<file path="src/rtl/oaht_pkg.sv">
package oaht_pkg;

  localparam int KEY_W  = 16;
  localparam int TAG_W  = 32;
  localparam int REC_W  = 16;
  localparam int SIZE_W = 11;
  localparam int S_W    = 12;
  localparam int SLOT_W = 10;
  localparam int COLL_W = 16;
  localparam int CNT_W  = 11;

  localparam logic [1:0] MODE_INSERT = 2'd0;
  localparam logic [1:0] MODE_SEARCH = 2'd1;
  localparam logic [1:0] MODE_DELETE = 2'd2;

  localparam logic [1:0] ST_OK   = 2'd0;
  localparam logic [1:0] ST_MISS = 2'd1;
  localparam logic [1:0] ST_FULL = 2'd2;

  localparam logic [SIZE_W-1:0] SIZE_MIN   = 11'd2;
  localparam logic [SIZE_W-1:0] SIZE_RESET = 11'd1021;
  localparam logic [COLL_W-1:0] COLL_MAX   = '1;
  localparam logic [CNT_W-1:0]  CNT_MAX    = '1;

  localparam logic REG_TABLE_SIZE   = 1'b0;
  localparam logic REG_PROBE_METHOD = 1'b1;

  typedef enum logic [1:0] {
    OP_INSERT,
    OP_SEARCH,
    OP_DELETE,
    OP_NONE
  } op_t;

  typedef struct packed {
    op_t              op;
    logic [KEY_W-1:0] key;
    logic [TAG_W-1:0] tag;
    logic [REC_W-1:0] rec;
  } item_t;

  function automatic op_t classify(input logic [1:0] mode);
    op_t op;
    case (mode)
      MODE_INSERT: op = OP_INSERT;
      MODE_SEARCH: op = OP_SEARCH;
      MODE_DELETE: op = OP_DELETE;
      default:     op = OP_NONE;
    endcase
    return op;
  endfunction

endpackage

</file>
<file path="src/rtl/oaht_front.sv">
module oaht_front (
  input  logic                   clk,
  input  logic                   rst_n,
  input  logic                   in_valid,
  output logic                   in_ready,
  input  logic [1:0]             in_mode,
  input  logic [15:0]            in_key_sum,
  input  logic [31:0]            in_name_tag,
  input  logic [15:0]            in_record_handle,
  input  logic                   clearing,
  output logic                   q_valid,
  output oaht_pkg::item_t        q_item,
  input  logic                   q_pop
);
  import oaht_pkg::*;

  item_t      q_r [2];
  logic       wr_ptr_r, wr_ptr_nxt;
  logic       rd_ptr_r, rd_ptr_nxt;
  logic [1:0] cnt_r, cnt_nxt;
  logic       push;

  // hold off items while the store is being cleared or the queue is full
  assign in_ready = !clearing && (cnt_r != 2'd2);
  assign push     = in_valid && in_ready;
  assign q_valid  = (cnt_r != 2'd0);
  assign q_item   = q_r[rd_ptr_r];

  // advance pointers and fill count
  always_comb begin
    wr_ptr_nxt = push ? !wr_ptr_r : wr_ptr_r;
    rd_ptr_nxt = q_pop ? !rd_ptr_r : rd_ptr_r;
    cnt_nxt    = cnt_r + {1'b0, push} - {1'b0, q_pop};
  end

  always_ff @(posedge clk) begin
    if (!rst_n) begin
      wr_ptr_r <= 1'b0;
      rd_ptr_r <= 1'b0;
      cnt_r    <= 2'd0;
    end else begin
      wr_ptr_r <= wr_ptr_nxt;
      rd_ptr_r <= rd_ptr_nxt;
      cnt_r    <= cnt_nxt;
    end
  end

  // classify and store the item
  always_ff @(posedge clk) begin
    if (push) begin
      q_r[wr_ptr_r] <= '{op: classify(in_mode), key: in_key_sum,
                         tag: in_name_tag, rec: in_record_handle};
    end
  end

endmodule

</file>
<file path="config.mk">
export PLATFORM = sky130hd
export DESIGN_NAME = oaht_front
export DESIGN_NICKNAME = d
export VERILOG_FILES = /design/src/rtl/oaht_pkg.sv /design/src/rtl/oaht_front.sv
export SDC_FILE = /design/constraint.sdc
export NUM_CORES = 1
export LEC_CHECK = 0
export BUFFER_PORTS_ARGS = -buffer_cell sky130_fd_sc_hd__buf_2
export CAP_MARGIN = 20
export CELL_PAD_IN_SITES_DETAIL_PLACEMENT = 0
export CELL_PAD_IN_SITES_GLOBAL_PLACEMENT = 1
export CORE_UTILIZATION = 25
export DETAILED_ROUTE_END_ITERATION = 12
export MAX_ROUTING_LAYER = met4
export PLACE_DENSITY = 0.53
export SYNTH_ARGS = -nofsm -noshare
export SYNTH_HDL_FRONTEND = slang
export SYNTH_SLANG_ARGS = --single-unit
</file>
<file path="constraint.sdc">
create_clock -name clk -period 3.6 [get_ports clk]
set_clock_uncertainty 0.1 [all_clocks]
set_input_delay 0 -clock clk [delete_from_list [all_inputs] [get_ports clk]]
set_output_delay 0 -clock clk [all_outputs]
set_load 0.01 [all_outputs]
</file>
==> flow_metrics.tcl, run 1 <==
set metrics [dict create \
    placed_cells 636 \
    antenna_found_initial 0 \
    rows 52 \
    wl_met3_um 449 \
    first_global_vias 3121 \
    dieHeight_um 146 \
    yosysTopAreaCellShare_pct 76.7 \
    fmax_mhz 392 \
    track_usage_pct 10.2 \
    maxCapViolations 0 \
    cp_data_arrival_time_ns 2.54 \
    wl_mm 9.82 \
    worstSetupStartpoint "in_valid" \
    seqCellArea_sq_um 4070 \
    cts_made_buffers 17 \
    setup_viol 0 \
    path_common_cell "dlygate4sd3_1" \
    dp_slack_ns 1.38 \
    dr_total_vias 2861 \
    hp-class "primary input to flip-flop" \
    finalHoldViolations 0 \
    cp.required_ns 3.59 \
    r2r-start "cnt_r[1]$_SDFF_PN0_" \
    end_kind "flip-flop" \
    first_iter_violations 51 \
    synth_common_cells "132 x edfxtp_1, 40 x mux2_4, 26 x mux2_2, 5 x dfxtp_1" \
    tns_ns 0 \
    r2r_end "q_r[0][25]$_DFFE_PP_" \
    yosysSeqAreaShare_pct 78.6 \
    met1_length_mm 4.39 \
    cts_max_path_buffers 2 \
    max_slew_margin_pct 34.5 \
    layout.nets 528 \
    grt_pass1_wl_mm 15.8 \
    peakVddDrop_uv 290 \
    ys_dominant_reg_cell "edfxtp_1" \
    syn_inst 234 \
    cts_root_buf "clkbuf_16" \
    yosysMostFrequentCell "edfxtp_1" \
    multi_input_area_sq_um 1030 \
    criticalPathCategory "primary input to flip-flop" \
    ys_warn_count 0 \
    final_area_sq_um 7430 \
    start_util_pct 25.5 \
    die-area_sq_um 21200 \
    rsz0062_at_grt "no" \
    n_fill_cell 1946 \
    area_growth_pct 43.8 \
    syn-mean-instance-area_sq_um 22.1 \
    io-pin-count 139 \
    diodes 0 \
    cp-start-kind "primary input" \
    final_max_slew_viol_count 0 \
    core-area_sq_um 20200 \
    synth-edff-count 132 \
    dr.max_layer_used "met4" \
    die_width_um 146 \
    ys_ff_latch 137 \
    reg2reg_slack_ns 1.42 \
    max_stage_delay_ns 0.58 \
    gp_congestion 0.667 \
    critical_path_buf_inv_count 5 \
    instances_no_fill 738 \
    dp_hpwl_mm 5.90 \
    crit_end "q_r[0][25]$_DFFE_PP_" \
    grt_overflow 0 \
    grt_max_degree 67 \
    route.detailed.drc 0 \
    cts_resized 0 \
    place_area_sq_um 6170 \
    synth_area_sq_um 5170 \
    async_flop_share_pct 0 \
    io_buffers 138 \
    rr_worst_depth 4 \
    p_per_area_nw_per_um2 532 \
    crit_chain "dlygate4sd3_1 > buf_2 > nand2b_1 > dlygate4sd3_1 > or3_1 > inv_2 > buf_12" \
    clkSlewWorstSetupHoldPaths_ns 0.05 \
    htreeDepth 4 \
    fin_crit_ns 2.55 \
    ys_types 24 \
    netlist_top_cells_area "edfxtp_1 77%, mux2_4 12%, mux2_2 5.7%" \
    route.met2.wl_mm 4.89 \
    cts_tree "built" \
    status "completed" \
    cp_slowest_cell "inv_2" \
    wl_per_cell_um 13.3 \
    tightest_slew_ns 0.983 \
    min_from "clearing" \
    power_leakage_nw 2.86 \
    firstDrtPassIters 4 \
    synth_top_area_cell "edfxtp_1" \
    layout_setup_ws_ns 1.05 \
    period_share_pct 70.9 \
    cts_sinks 137 \
    clock_latency_ns 0.41 \
    syn-num-nets 307 \
    cpLargestDelayFamily "buffers and inverters" \
    drive_above_1_share_pct 51.7 \
    postLayoutCoreUtil_pct 36.7 \
    vias_per_cell 3.88 \
    crit_fanout 36 \
    post-cts-setup-buffers 0 \
    critical_path_depth 7 \
    ant_nets 0 \
]
## worst reg2reg max path: cells and delay by family, from the launching register on
kind	cells	cell delay, ns
buffers and inverters	2	0.90
flip-flops	1	0.33
AND/OR/NAND/NOR	2	0.51
## registers in the layout, indices dropped and copies added (netlist names), named ones only
name,cells
q_r,132
cnt_r,2
wr_ptr_r,1
rd_ptr_r,1
## layout by cell type, fill, tap and decap left out, drive strengths merged
master,count
xor2,1
dfxtp,5
a21oi,1
nand2b,1
ha,2
dlygate4sd3,70
nor2,4
inv,3
edfxtp,132
nand2,1
mux2,66
or2,1
clkinv,12
nor3,1
or3,1
buf,141
nor2b,1
and3,1
clkbuf,18
xnor2,1
bufinv,2
o21ai,1
and2,2
## per-stage QoR
step | total power, mW | hold slack (ns)
floorplan | 2.13 | -0.0404
global placement | 2.28 | 0.0882
detailed placement | 2.29 | 0.0916
CTS | 4.02 | 0.103
global route | 4.13 | 0.150
finish | 3.95 | 0.126
## power breakdown
group,switching (mW),total [mW],leakage [nW],internal (mW)
clock,0.638,1.65,0.282,1.01
combinational,0.178,0.427,1.33,0.249
sequential,0.0472,1.88,1.25,1.83
## cells by family (layout without fill, tap and decap cells)
family,Yosys count,in the layout,synth area share [%]
multiplexers,66,66,17.3
buffers and inverters,12,246,1.57
AO/OA/AOI/OAI,2,2,0.194
flip-flops,137,137,78.6
AND/OR/NAND/NOR,13,13,1.48
XOR/XNOR,2,2,0.339
adder cells (fa/ha/maj),2,2,0.484
## worst min-delay path by stage
stage                           endpoint  slack [ns]  cells past startpoint
CTS                  cnt_r[1]$_SDFF_PN0_        0.10                      7
floorplan                       in_ready       -0.04                      1
global placement    q_r[0][11]$_DFFE_PP_        0.09                      1
detailed placement  q_r[1][46]$_DFFE_PP_        0.09                      1
global route         cnt_r[1]$_SDFF_PN0_        0.15                      7
finish               cnt_r[1]$_SDFF_PN0_        0.13                      7
## per-layer routing
metal	vias to the layer above	global-route usage (%)
met4	0	3.95
met5	-	-
met2	79	16.5
met1	1413	11.4
met3	9	3.76
li1	1360	-
## repair_timing
item	4_1_cts	5_1_grt
setup endpoints to repair	0	0
hold buffers	70	0
hold endpoints to repair	137	0
## layout make-up
cell class	instances	area share, %
clock buffer	18	5.77
inverter	3	0.152
sequential	137	54.7
multi-input combinational	85	13.8
clock inverter	14	1.78
tap	270	4.55
timing repair buffer	211	19.2
No activity file was read; power rests on OpenSTA's default activity.
==> run 2, diff against run 1 <==
--- a/config.mk
+++ b/config.mk
@@ -12,7 +12,7 @@
 export CORE_UTILIZATION = 25
 export DETAILED_ROUTE_END_ITERATION = 12
 export MAX_ROUTING_LAYER = met4
-export PLACE_DENSITY = 0.53
+export PLACE_DENSITY = 0.55
 export SYNTH_ARGS = -nofsm -noshare
 export SYNTH_HDL_FRONTEND = slang
 export SYNTH_SLANG_ARGS = --single-unit
==> constraint.sdc (replaced) <==
create_clock -name clk -period 2.1 [get_ports clk]
set_clock_uncertainty 0.1 [all_clocks]
set_input_delay 0 -clock clk [delete_from_list [all_inputs] [get_ports clk]]
set_output_delay 0 -clock clk [all_outputs]
set_load 0.01 [all_outputs]
==> flow_metrics.tcl, run 2 (same netlist as run 1, synthesis figures left out) <==
set metrics [dict create \
    maxCapViolations 0 \
    peakVddDrop_uv 497 \
    cp-start-kind "primary input" \
    wl_mm 10.1 \
    grt_pass1_wl_mm 15.6 \
    setup_viol 0 \
    cp_data_arrival_time_ns 2.01 \
    drive_above_1_share_pct 52.0 \
    place_area_sq_um 6250 \
    crit_fanout 48 \
    track_usage_pct 10.0 \
    cts_max_path_buffers 2 \
    min_from "clearing" \
    worstSetupStartpoint "in_valid" \
    antenna_found_initial 0 \
    fin_crit_ns 2.04 \
    io_buffers 138 \
    grt_overflow 0 \
    htreeDepth 4 \
    dieHeight_um 146 \
    grt_max_degree 49 \
    final_max_slew_viol_count 0 \
    wl_per_cell_um 13.6 \
    start_util_pct 25.5 \
    clkSlewWorstSetupHoldPaths_ns 0.06 \
    die_width_um 146 \
    clock_latency_ns 0.41 \
    fmax_mhz 491 \
    tns_ns 0 \
    route.detailed.drc 0 \
    first_global_vias 3116 \
    finalHoldViolations 0 \
    period_share_pct 96.9 \
    dr_total_vias 2852 \
    layout.nets 531 \
    reg2reg_slack_ns 0.30 \
    vias_per_cell 3.85 \
    diodes 0 \
    firstDrtPassIters 4 \
    area_growth_pct 46.3 \
    cts_sinks 137 \
    max_slew_margin_pct 76.6 \
    mostFrequentLayoutCells "138 x buf_2, 132 x edfxtp_1, 70 x dlygate4sd3_1" \
    status "completed" \
    final_area_sq_um 7560 \
    dp_hpwl_mm 6.27 \
    gp_congestion 0.670 \
    cp.required_ns 2.08 \
    die-area_sq_um 21200 \
    largest_register_ff_count 132 \
    rows 52 \
    r2r-start "cnt_r[1]$_SDFF_PN0_" \
    end_kind "flip-flop" \
    cts_root_buf "clkbuf_16" \
    io-pin-count 139 \
    top_regs "q_r (132), cnt_r (2)" \
    final_common_cell "buf_2" \
    cts_made_buffers 17 \
    largest_register "q_r" \
    cts_tree "built" \
    tightest_slew_ns 0.351 \
    n_fill_cell 1899 \
    core-area_sq_um 20200 \
    hp-class "primary input to flip-flop" \
    criticalPathCategory "primary input to flip-flop" \
    rsz0062_at_grt "no" \
    ant_nets 0 \
    power_leakage_nw 2.89 \
    p_per_area_nw_per_um2 933 \
    first_iter_violations 83 \
]
run 2: cell types whose count changed in the layout (fill, tap and decap cells not counted), sizes merged:
cell      delta
clkinv       -5
clkinvlp     +4
buf          +3
bufinv       +2
clkbuf       -1
run 2: worst paths after layout:
kind | cells past startpoint | end
hold reg to reg | 2 | wr_ptr_r$_SDFFE_PN0P_
setup / recovery | 7 | q_r[0][53]$_DFFE_PP_
setup reg to reg | 9 | cnt_r[1]$_SDFF_PN0_
hold / removal | 7 | cnt_r[1]$_SDFF_PN0_
run 2: worst max-delay path, cell delays in order:
cell and delay, ns:
dlygate4sd3_1 0.52, buf_2 0.13, nand2b_1 0.06, dlygate4sd3_1 0.57
or3_4 0.35, clkinvlp_4 0.10, buf_12 0.27
run 2: final cells by class:
type	instances	area (sq um)	area share (%)
repair buffers	214	1500	19.8
multi-input cells	85	1030	13.7
clock buffers	17	425	5.63
inverters	3	15.0	0.199
well taps	270	338	4.47
flip-flops and latches	137	4070	53.8
clock inverters	15	181	2.40
run 2: timing repair:
item	4_1_cts	5_1_grt
hold buffers	70	0
buffers inserted	0	0
setup endpoints to repair	0	7
endpoints found under the hold margin	137	0
gates resized for setup	0	1
run 2: power by group:
| group | internal (mW) | switching, mW | leakage (nW) |
|---|---|---|---|
| Clock | 1.97 | 1.11 | 0.289 |
| Combinational | 0.442 | 0.351 | 1.35 |
| Sequential | 3.14 | 0.0390 | 1.25 |
run 2: per-stage QoR:
step | hold WS [ns] | power [mW] | cells | setup WS [ns] | utilization (%)
floorplan | -0.0379 | 3.65 | 234 | 0.0208 | -
global placement | 0.0877 | 3.94 | 639 | 0.344 | 30.9
detailed placement | 0.0914 | 3.94 | 639 | 0.271 | 30.9
CTS | 0.0894 | 7.17 | 741 | 0.0566 | 37.3
global route | 0.131 | 7.34 | 741 | 0.0285 | 37.4
finish | 0.106 | 7.05 | 741 | 0.0645 | 37.4
run 2: layer usage:
metal / vias to the layer above / routed length [um] / share of wire [%] / track usage, %
li1: 1361 / - / - / -
met1: 1402 / 4420 / 44 / 11.1
met4: 0 / 71 / 0.70 / 3.32
met2: 84 / 5090 / 51 / 16.7
met5: - / 0 / 0 / -
met3: 5 / 496 / 4.9 / 3.61
